### src/hdl/slt_pkg.sv
`timescale 1ns / 1ps

package slt_pkg;

    localparam int unsigned MAX_RESULTS = 4;

    localparam logic [2:0] KIND_BYTE   = 3'd0;
    localparam logic [2:0] KIND_END    = 3'd1;
    localparam logic [2:0] KIND_OK     = 3'd2;
    localparam logic [2:0] KIND_ESCAPE = 3'd3;
    localparam logic [2:0] KIND_QUOTE  = 3'd4;

    localparam logic [1:0] OP_NONE = 2'd0;
    localparam logic [1:0] OP_BAR  = 2'd1;
    localparam logic [1:0] OP_AMP  = 2'd2;
    localparam logic [1:0] OP_GT   = 2'd3;

    localparam logic [7:0] CH_BAR       = 8'h7C;
    localparam logic [7:0] CH_AMP       = 8'h26;
    localparam logic [7:0] CH_GT        = 8'h3E;
    localparam logic [7:0] CH_BACKSLASH = 8'h5C;
    localparam logic [7:0] CH_DQUOTE    = 8'h22;
    localparam logic [7:0] CH_SQUOTE    = 8'h27;
    localparam logic [7:0] CH_SPACE     = 8'h20;
    localparam logic [7:0] CH_TAB       = 8'h09;
    localparam logic [7:0] CH_CR        = 8'h0D;

    typedef struct packed {
        logic [7:0] char_byte;
        logic       line_end;
    } in_t;

    typedef struct packed {
        logic [2:0] kind;
        logic [7:0] out_byte;
        logic       last_of_run;
    } out_t;

    // results of one input transaction
    typedef struct packed {
        logic [2:0]                   count;
        out_t [MAX_RESULTS-1:0]       items;
    } batch_t;

    function automatic logic [7:0] op_char(input logic [1:0] op);
        logic [7:0] ch;
        case (op)
            OP_BAR:  ch = CH_BAR;
            OP_AMP:  ch = CH_AMP;
            OP_GT:   ch = CH_GT;
            default: ch = 8'h00;
        endcase
        return ch;
    endfunction

    function automatic out_t make_res(input logic [2:0] kind, input logic [7:0] b);
        out_t r;
        r.kind        = kind;
        r.out_byte    = b;
        r.last_of_run = 1'b0;
        return r;
    endfunction

endpackage

### src/hdl/shell_line_tokenizer_top.sv
`timescale 1ns / 1ps

// Channel  Signals                             Direction  Payload
// item     item_valid, item_stall, item        in         char_byte, line_end
// result   result_valid, result_stall, result  out        kind, out_byte, last_of_run
//
// An accepted item is held in the input register, then the tokenizer
// logic turns it into zero to four results in the result buffer.
// Results leave one per cycle while result_stall is low.
// Reset clears the quoting, escape, token and pending-operator state.
// item_stall rises while the input register holds a transaction and the
// result buffer is not emptied in that cycle.

module shell_line_tokenizer_top (
    input  logic          clk,
    input  logic          rst_n,
    input  logic          item_valid,
    output logic          item_stall,
    input  slt_pkg::in_t  item,
    output logic          result_valid,
    input  logic          result_stall,
    output slt_pkg::out_t result
);

    logic            in_valid_reg;
    slt_pkg::in_t    in_item_reg;
    logic            free;
    logic            advance;
    slt_pkg::batch_t batch;

    assign advance    = in_valid_reg && free;
    assign item_stall = in_valid_reg && !free;

    always_ff @(posedge clk or negedge rst_n)
    begin
        if (!rst_n)
        begin
            in_valid_reg <= 1'b0;
        end
        else if (!item_stall)
        begin
            in_valid_reg <= item_valid;
        end
    end

    always_ff @(posedge clk)
    begin
        if (item_valid && !item_stall)
        begin
            in_item_reg <= item;
        end
    end

    slt_core u_core (
        .clk     (clk),
        .rst_n   (rst_n),
        .advance (advance),
        .item    (in_item_reg),
        .batch   (batch)
    );

    slt_drain u_drain (
        .clk          (clk),
        .rst_n        (rst_n),
        .load         (advance && (batch.count != 3'd0)),
        .batch        (batch),
        .free         (free),
        .result_valid (result_valid),
        .result_stall (result_stall),
        .result       (result)
    );

endmodule

### src/hdl/slt_core.sv
`timescale 1ns / 1ps

module slt_core (
    input  logic            clk,
    input  logic            rst_n,
    input  logic            advance,
    input  slt_pkg::in_t    item,
    output slt_pkg::batch_t batch
);

    logic       sq_reg, sq_next;
    logic       dq_reg, dq_next;
    logic       esc_reg, esc_next;
    logic       wo_reg, wo_next;
    logic [1:0] op_reg, op_next;

    slt_pkg::out_t [slt_pkg::MAX_RESULTS-1:0] res;
    logic [2:0] n;
    logic [7:0] c;
    logic       is_space;
    logic       op_match;

    always_comb
    begin
        sq_next  = sq_reg;
        dq_next  = dq_reg;
        esc_next = esc_reg;
        wo_next  = wo_reg;
        op_next  = slt_pkg::OP_NONE;
        res      = '0;
        n        = 3'd0;
        c        = item.char_byte;
        is_space = c inside {slt_pkg::CH_SPACE, [slt_pkg::CH_TAB:slt_pkg::CH_CR]};
        op_match = (op_reg != slt_pkg::OP_NONE) && (c == slt_pkg::op_char(op_reg));

        if (!item.line_end && op_match)
        begin
            if (op_reg == slt_pkg::OP_AMP && wo_reg)
            begin
                res[n[1:0]] = slt_pkg::make_res(slt_pkg::KIND_END, 8'h00);
                n = n + 3'd1;
            end
            res[n[1:0]] = slt_pkg::make_res(slt_pkg::KIND_BYTE, c);
            n = n + 3'd1;
            res[n[1:0]] = slt_pkg::make_res(slt_pkg::KIND_BYTE, c);
            n = n + 3'd1;
            res[n[1:0]] = slt_pkg::make_res(slt_pkg::KIND_END, 8'h00);
            n = n + 3'd1;
            wo_next = 1'b0;
        end
        else
        begin
            // unmatched pending operator
            if (op_reg == slt_pkg::OP_AMP)
            begin
                res[n[1:0]] = slt_pkg::make_res(slt_pkg::KIND_BYTE, slt_pkg::CH_AMP);
                n = n + 3'd1;
                wo_next = 1'b1;
            end
            else if (op_reg != slt_pkg::OP_NONE)
            begin
                res[n[1:0]] = slt_pkg::make_res(slt_pkg::KIND_BYTE,
                                                slt_pkg::op_char(op_reg));
                n = n + 3'd1;
                res[n[1:0]] = slt_pkg::make_res(slt_pkg::KIND_END, 8'h00);
                n = n + 3'd1;
            end

            if (item.line_end)
            begin
                if (esc_reg)
                begin
                    res[n[1:0]] = slt_pkg::make_res(slt_pkg::KIND_ESCAPE, 8'h00);
                    n = n + 3'd1;
                end
                else if (sq_reg || dq_reg)
                begin
                    res[n[1:0]] = slt_pkg::make_res(slt_pkg::KIND_QUOTE, 8'h00);
                    n = n + 3'd1;
                end
                else
                begin
                    if (wo_next)
                    begin
                        res[n[1:0]] = slt_pkg::make_res(slt_pkg::KIND_END, 8'h00);
                        n = n + 3'd1;
                    end
                    res[n[1:0]] = slt_pkg::make_res(slt_pkg::KIND_OK, 8'h00);
                    n = n + 3'd1;
                end
                sq_next  = 1'b0;
                dq_next  = 1'b0;
                esc_next = 1'b0;
                wo_next  = 1'b0;
            end
            else if (esc_reg)
            begin
                res[n[1:0]] = slt_pkg::make_res(slt_pkg::KIND_BYTE, c);
                n = n + 3'd1;
                wo_next  = 1'b1;
                esc_next = 1'b0;
            end
            else if (!sq_reg && c == slt_pkg::CH_BACKSLASH)
            begin
                esc_next = 1'b1;
            end
            else if (!sq_reg && c == slt_pkg::CH_DQUOTE)
            begin
                dq_next = ~dq_reg;
            end
            else if (!dq_reg && c == slt_pkg::CH_SQUOTE)
            begin
                sq_next = ~sq_reg;
            end
            else if (!sq_reg && !dq_reg && (is_space || c == slt_pkg::CH_BAR ||
                                            c == slt_pkg::CH_GT))
            begin
                if (wo_next)
                begin
                    res[n[1:0]] = slt_pkg::make_res(slt_pkg::KIND_END, 8'h00);
                    n = n + 3'd1;
                end
                wo_next = 1'b0;
                if (c == slt_pkg::CH_BAR)
                begin
                    op_next = slt_pkg::OP_BAR;
                end
                else if (c == slt_pkg::CH_GT)
                begin
                    op_next = slt_pkg::OP_GT;
                end
            end
            else if (!sq_reg && !dq_reg && c == slt_pkg::CH_AMP)
            begin
                op_next = slt_pkg::OP_AMP;
            end
            else
            begin
                res[n[1:0]] = slt_pkg::make_res(slt_pkg::KIND_BYTE, c);
                n = n + 3'd1;
                wo_next = 1'b1;
            end
        end

        for (int i = 0; i < slt_pkg::MAX_RESULTS; i++)
        begin
            res[i].last_of_run = (n != 3'd0) && (3'(i) == n - 3'd1);
        end
    end

    assign batch.count = n;
    assign batch.items = res;

    always_ff @(posedge clk or negedge rst_n)
    begin
        if (!rst_n)
        begin
            sq_reg  <= 1'b0;
            dq_reg  <= 1'b0;
            esc_reg <= 1'b0;
            wo_reg  <= 1'b0;
            op_reg  <= slt_pkg::OP_NONE;
        end
        else if (advance)
        begin
            sq_reg  <= sq_next;
            dq_reg  <= dq_next;
            esc_reg <= esc_next;
            wo_reg  <= wo_next;
            op_reg  <= op_next;
        end
    end

endmodule

### src/hdl/slt_drain.sv
`timescale 1ns / 1ps

module slt_drain (
    input  logic            clk,
    input  logic            rst_n,
    input  logic            load,
    input  slt_pkg::batch_t batch,
    output logic            free,
    output logic            result_valid,
    input  logic            result_stall,
    output slt_pkg::out_t   result
);

    slt_pkg::out_t [slt_pkg::MAX_RESULTS-1:0] items_reg;
    logic [2:0] count_reg, count_next;
    logic [1:0] idx_reg, idx_next;
    logic       pop;
    logic       pop_last;

    assign result_valid = (count_reg != 3'd0);
    assign result       = items_reg[idx_reg];
    assign pop          = result_valid && !result_stall;
    assign pop_last     = pop && ({1'b0, idx_reg} == count_reg - 3'd1);
    assign free         = (count_reg == 3'd0) || pop_last;

    always_comb
    begin
        count_next = count_reg;
        idx_next   = idx_reg;
        if (load)
        begin
            count_next = batch.count;
            idx_next   = 2'd0;
        end
        else if (pop_last)
        begin
            count_next = 3'd0;
            idx_next   = 2'd0;
        end
        else if (pop)
        begin
            idx_next = idx_reg + 2'd1;
        end
    end

    always_ff @(posedge clk or negedge rst_n)
    begin
        if (!rst_n)
        begin
            count_reg <= 3'd0;
            idx_reg   <= 2'd0;
        end
        else
        begin
            count_reg <= count_next;
            idx_reg   <= idx_next;
        end
    end

    always_ff @(posedge clk)
    begin
        if (load)
        begin
            items_reg <= batch.items;
        end
    end

endmodule
### config.mk
export PLATFORM = sky130hd
export DESIGN_NAME = shell_line_tokenizer_top
export DESIGN_NICKNAME = d
export VERILOG_FILES = /design/src/hdl/slt_pkg.sv /design/src/hdl/shell_line_tokenizer_top.sv /design/src/hdl/slt_core.sv /design/src/hdl/slt_drain.sv
export SDC_FILE = /design/constraint.sdc
export NUM_CORES = 1
export LEC_CHECK = 0
export BUFFER_PORTS_ARGS = -buffer_cell sky130_fd_sc_hd__buf_2
export CAP_MARGIN = 20
export CELL_PAD_IN_SITES_DETAIL_PLACEMENT = 0
export CELL_PAD_IN_SITES_GLOBAL_PLACEMENT = 1
export CORE_ASPECT_RATIO = 0.6
export CORE_UTILIZATION = 53
export CTS_CLUSTER_DIAMETER = 40
export CTS_CLUSTER_SIZE = 16
export DETAILED_ROUTE_END_ITERATION = 12
export MAX_ROUTING_LAYER = met4
export PLACE_DENSITY = 0.88
export SKIP_CTS_REPAIR_TIMING = 1
export SLEW_MARGIN = 15
export SYNTH_ARGS = -nofsm -noshare
export SYNTH_HDL_FRONTEND = slang
export SYNTH_SLANG_ARGS = --single-unit
### constraint.sdc
create_clock -name clk -period 13.8 [get_ports clk]
set_input_delay 1.38 -clock clk [delete_from_list [all_inputs] [get_ports clk]]
set_output_delay 1.38 -clock clk [all_outputs]
set_load 0.005 [all_outputs]
Yosys cells after proc, flatten, opt, wreduce, memory -nomap -nowiden
Index checks and enable logic that the tools add are counted.
{"block": "totals", "regBits": 69, "input_bits": 13, "output_inout_bits": 14, "elab_cells": 223}
{"block": "classes", "add_sub_neg": 8, "magnitude_cmp": 13, "eq_ne": 18, "muxes": 96, "n_bitwise": 18, "n_reduce_logical": 48}
{"op": "two-way mux 48 bit", "count": 15}
{"op": "inverter 44 bit", "count": 4}
{"op": "bitwise mux 48 bit", "count": 3}
{"op": "demux 12 bit (select 2 bit)", "count": 5}
{"op": "two-way mux 12 bit", "count": 10}
{"op": "bitwise AND 22 x 44 -> 44 bit", "count": 2}
{"op": "bitwise AND 44 bit", "count": 2}
{"op": "two-way mux 3 bit", "count": 20}
{"op": "bitwise AND 20 x 40 -> 40 bit", "count": 1}
{"op": "== test 8 x 6 -> 1 bit (second input constant)", "count": 5}
{"op": "inverter 40 bit", "count": 1}
{"op": "two-way mux 2 bit", "count": 14}
{"op": "logical AND 1 bit", "count": 25}
{"op": "binary-select mux 12 bit (select 2 bit)", "count": 1}
{"op": "two-way mux 1 bit", "count": 23}
{"op": "two-way mux 22 bit", "count": 1}
{"op": "case mux 7 bit (3 select lines)", "count": 1}
{"op": "two-way mux 10 bit", "count": 2}
{"op": "< comparator 2 x 3 -> 1 bit (second input constant)", "count": 6}
{"op": "== test 8 x 7 -> 1 bit (second input constant)", "count": 2}
{"op": "adder 3 x 1 -> 3 bit (second input constant)", "count": 5}
{"op": "case mux 7 bit (2 select lines)", "count": 1}
{"op": ">= comparator 2 x 1 -> 1 bit (second input constant)", "count": 5}
{"op": "nonzero test 2 bit", "count": 5}
{"op": "22 further kinds", "count": 42}

Longest topological paths before layout
{"block": "depth", "ltp_word": 22, "depth_mapped": 8, "ltp_nobuf": 8}

Modules after synthesis
From an unflattened synthesis, not the netlist that was laid out.
{"block": "unflattened", "hier_cells": 320, "hier_area_um2": 3916.3}
{"mod": "slt_drain", "n_inst": 1, "cells_per_inst": 96, "area_each_um2": 2100.8, "seq_area_each_um2": 1566.5}
{"mod": "slt_core", "n_inst": 1, "cells_per_inst": 208, "area_each_um2": 1482.7, "seq_area_each_um2": 150.1}
{"mod": "shell_line_tokenizer_top", "n_inst": 1, "cells_per_inst": 16, "area_each_um2": 332.8, "seq_area_each_um2": 295.3}

Worst setup path before layout
No wires, ideal clock.
{"block": "synth_path", "path_type": "input to register", "startpoint": "input port result_stall", "endpoint": "register u_drain.items_reg[0] in the netlist's numbering, enable pin", "setup_ns": 0.469, "t_arrival_ns": 4.065, "required_ns": 13.331, "setup_slack_ns": 9.266, "path_stages": 3, "n_path_buf": 0, "path_cell_list": "nor2b_1 > a22oi_1 > a21oi_1"}
{"block": "synth_between", "elab_chain_cells": 6}
{"element": "start: declaration", "line": "shell_line_tokenizer_top.sv:21", "rtl": "input logic result_stall,"}
{"element": "zero test 1 bit", "line": "slt_drain.sv:22", "rtl": "assign pop = result_valid && !result_stall;"}
{"element": "logical AND 1 bit", "line": "slt_drain.sv:22"}
{"element": "logical AND 1 bit", "line": "slt_drain.sv:23", "rtl": "assign pop_last = pop && ({1'b0, idx_reg} == count_reg - 3'd1);"}
{"element": "logical OR 1 bit", "line": "slt_drain.sv:24", "rtl": "assign free = (count_reg == 3'd0) || pop_last;"}
{"element": "logical AND 1 bit", "line": "shell_line_tokenizer_top.sv:31", "rtl": "assign advance = in_valid_reg && free;"}
{"element": "logical AND 1 bit", "line": "shell_line_tokenizer_top.sv:65", "rtl": ".load (advance && (batch.count != 3'd0)),"}
{"element": "named net u_drain.load", "line": "slt_drain.sv:6", "rtl": "input logic load,"}
{"element": "end signal: assignment", "line": "slt_drain.sv:64", "rtl": "items_reg <= batch.items;"}
{"element": "end: declaration", "line": "slt_drain.sv:14", "rtl": "slt_pkg::out_t [slt_pkg::MAX_RESULTS-1:0] items_reg;"}
The timed path passes the listed nets, and every way through them passes these cells.
A chain may end at the register's enable or synchronous reset.

Worst setup path in the final report
{"block": "layout_path", "startpoint": "register u_drain.idx_reg[0]", "endpoint": "output port item_stall"}
{"block": "layout_between", "elab_chain_cells": 5}
{"element": "start: declaration", "line": "slt_drain.sv:16", "rtl": "logic [1:0] idx_reg, idx_next;"}
{"element": "start signal: assignment", "line": "slt_drain.sv:56", "rtl": "idx_reg <= idx_next;"}
{"element": "== test 2 x 3 -> 1 bit", "line": "slt_drain.sv:23"}
{"element": "logical AND 1 bit", "line": "slt_drain.sv:23"}
{"element": "logical OR 1 bit", "line": "slt_drain.sv:24"}
{"element": "zero test 1 bit", "line": "shell_line_tokenizer_top.sv:32", "rtl": "assign item_stall = in_valid_reg && !free;"}
{"element": "logical AND 1 bit", "line": "shell_line_tokenizer_top.sv:32"}
{"element": "end: declaration", "line": "shell_line_tokenizer_top.sv:18", "rtl": "output logic item_stall,"}
No other way between the ends.

==> impl_metrics.py <==
metrics = {
    "die": {
        "die_h_um": 66.7,
        "fp.dieArea_um2": 7320,
        "io_pins": 27,
        "design.core.area_um2": 6710,
        "die_x_um": 110,
        "start_util": 0.551,
        "row_count": 23,
    },
    "cells_and_area": {
        "num_antenna_cells": 0,
        "largest_reg_flops": 48,
        "drive_above_1_share": 0.220,
        "final_nets": 350,
        "syn_to_final_growth_pct": 13.6,
        "fill_cells": 549,
        "post-route-cell-area_um2": 4200,
        "post_layout_nonfiller_instances": 424,
    },
    "synth": {
        "synth-edff-count": 57,
        "yosysSeqAreaShare": 0.544,
        "postSynth.asyncResetShare": 0.174,
        "yosysWarnings": 0,
        "syn_inst": 306,
        "synth_cell_type_count": 62,
        "netlist.top_cell.by_area": "edfxtp_1",
        "avgSynthCellArea_um2": 12.1,
        "synth.area.top_cells": "edfxtp_1, dfrtp_1, mux4_2",
        "synthesis.area_um2": 3700,
        "synth_top_area_share": 0.463,
        "synthFlopType": "edfxtp_1",
        "ys_ff_latch": 69,
        "synth.top_cells.by_count": "edfxtp_1, nor2_1, and2_1",
        "synth_most_common_cell": "edfxtp_1",
    },
    "min_path": {
        "hold_path_depth": 2,
        "hold_path.class": "register to register",
    },
    "placement": {
        "dp_hpwl_mm": 5.63,
        "gp_congestion": 0.915,
        "dpl_cell_area_um2": 3910,
        "placedCellCount": 408,
        "port_buffers": 26,
    },
    "clocking": {
        "h-tree-depth": 3,
        "clockRootBuffer": "clkbuf_16",
        "clk_pin_slew_ns": 0.06,
        "cts_tree": "yes",
        "numCtsBuffers": 9,
        "clk_latency_ns": 0.34,
        "clkSinkCount": 69,
        "cts_max_path_buffers": 2,
    },
    "flow_run": {
        "maxCapViolCount": 0,
    },
    "worst_setup_path": {
        "r2r_cells": 8,
        "cp.depth": 6,
        "crit_slowest_cell": "dfrtp_1",
        "critical_path_class": "register to output port",
        "cp.required_ns": 12.42,
        "cp-end-kind": "output port",
        "cp.arrival_ns": 2.43,
        "worst-path-max-fanout": 16,
        "cp-start-kind": "register",
        "cp_slowest_stage_delay_ns": 0.95,
        "path_cells": "xnor2_1, nor3_1, nand2_1, nand3_1, inv_1, buf_2",
        "critical_path_buf_inv_count": 2,
        "cp_top_family": "flip-flops",
    },
    "grt": {
        "grt_max_degree": 29,
        "grt_usage": 0.248,
        "grt_pass1_wl_mm": 12.5,
        "antenna_found_initial": 0,
        "grt_pass1_vias": 2356,
        "grt-ovfl-total": 0,
    },
    "timing": {
        "setup_viol": 0,
        "timing.final.crit_share": 0.276,
        "tightest_slew_ns": 0.935,
        "setup-tns-final_ns": 0,
        "fin_skew_ns": 0.00814,
        "slew_headroom": 0.376,
        "hold_viol": 0,
        "max_freq_mhz": 262,
        "hold_slack_ns": 0.542,
        "fin_crit_ns": 3.81,
        "drv_slew": 0,
        "rsz0062_at_grt": "no",
    },
    "route": {
        "wl_mm": 7.81,
        "drt-pass1-iter-count": 5,
        "remaining_drc_errors": 0,
        "via_per_inst": 6.16,
        "ant_nets": 0,
        "dr.first_iter.drc_count": 253,
        "wl_per_cell_um": 18.4,
        "vias": 2611,
    },
    "power_and_ir_drop": {
        "p_sw_w": 0.000302,
        "pwr-share-comb": 0.307,
        "pwr-share-clk": 0.245,
        "powerDensity_nw_per_um2": 219,
        "p_seq_frac": 0.448,
        "ir_worst_vdd_uv": 115,
        "p_leak_nw": 1.54,
        "intPower_w": 0.000616,
        "switching_share": 0.329,
    },
    "run_status": {
        "status": "complete, no violations",
    },
}
logic make-up after synthesis:
kind of cell    Yosys count  synth area share
simple gates            122             0.199
mux                      15            0.0823
xor+xnor                  5            0.0118
other cells               1           0.00101
fa+ha+maj                 5            0.0169
flops                    69             0.544
compound gates           57             0.109
buf+inv                  32            0.0355
final timing paths:
| path | from | end | slack (ns) |
|---|---|---|---|
| worst min-delay path | u_drain.count_reg[2]$_DFFE_PN0P_ | u_drain.count_reg[2]$_DFFE_PN0P_ | 0.54 |
| max in group asynchronous | rst_n | u_core.op_reg[0]$_DFFE_PN0P_ | 12.64 |
| min in group asynchronous | rst_n | u_drain.count_reg[2]$_DFFE_PN0P_ | 0.92 |
| worst max-delay path | u_drain.idx_reg[0]$_DFFE_PN0P_ | item_stall | 9.99 |
| worst min register to register | u_drain.count_reg[2]$_DFFE_PN0P_ | u_drain.count_reg[2]$_DFFE_PN0P_ | 0.54 |
| worst max register to register | u_core.op_reg[0]$_DFFE_PN0P_ | u_drain.items_reg[47]$_SDFFCE_PP0P_ | 10.06 |
metrics by stage:
stage / utilization / setup slack, ns / total power (W)
2_1_floorplan: - / 9.27 / 0.000608
3_3_place_gp: 0.582 / 10.25 / 0.000689
3_5_place_dp: 0.582 / 10.12 / 0.000698
4_1_cts: 0.626 / 9.91 / 0.000923
5_1_grt: 0.626 / 9.72 / 0.000971
6_report: 0.626 / 9.99 / 0.000918
final cells by class:
type	count	area [um2]	share of cell area
timing repair buffer	29	153	0.0364
clock inverter	6	63.8	0.0152
multi-input combinational	214	1600	0.381
sequential	69	2010	0.479
clock buffer	10	229	0.0545
inverter	9	33.8	0.00805
tap	87	109	0.0259
worst register-to-register path: stages, from the launching register on:
cell     delay [ns]
dfrtp_1        0.74
ha_1           0.35
nor3_1         0.22
o211a_1        0.40
nor2_2         0.10
or4b_1         0.20
nand4_1        0.24
a21oi_4        0.68
buf_4          0.46
layout by cell type, fill, tap and decap left out, types with 5 or more instances in the layout:
master	count
nor3_1	13
dfrtp_1	12
inv_1	9
nand2_1	13
o22ai_1	7
ha_1	5
nand3_1	5
nor2b_1	6
nor3b_1	5
buf_2	26
o21ai_0	6
clkbuf_16	9
mux4_2	12
a21oi_1	11
conb_1	10
edfxtp_1	57
and2_1	18
nor2_1	25
metal layers:
metal / wire length, um / GRT usage / vias to the layer above / part of all wire
li1: - / - / 1225 / -
met1: 3880 / 0.365 / 1254 / 0.50
met3: 614 / 0.0734 / 13 / 0.079
met5: 0 / - / - / 0
met4: 115 / 0.0817 / 0 / 0.015
met2: 3200 / 0.324 / 119 / 0.41
power by group through the flow:
stage                     combinational [W]  clock, W  sequential [W]
after global placement             0.000277         0        0.000412
after detailed placement           0.000281         0        0.000417
after global routing               0.000312  0.000235        0.000425
after CTS                          0.000283  0.000227        0.000413
final                              0.000282  0.000225        0.000412
after floorplan                    0.000237         0        0.000370
No activity file was read; power rests on OpenSTA's default activity.
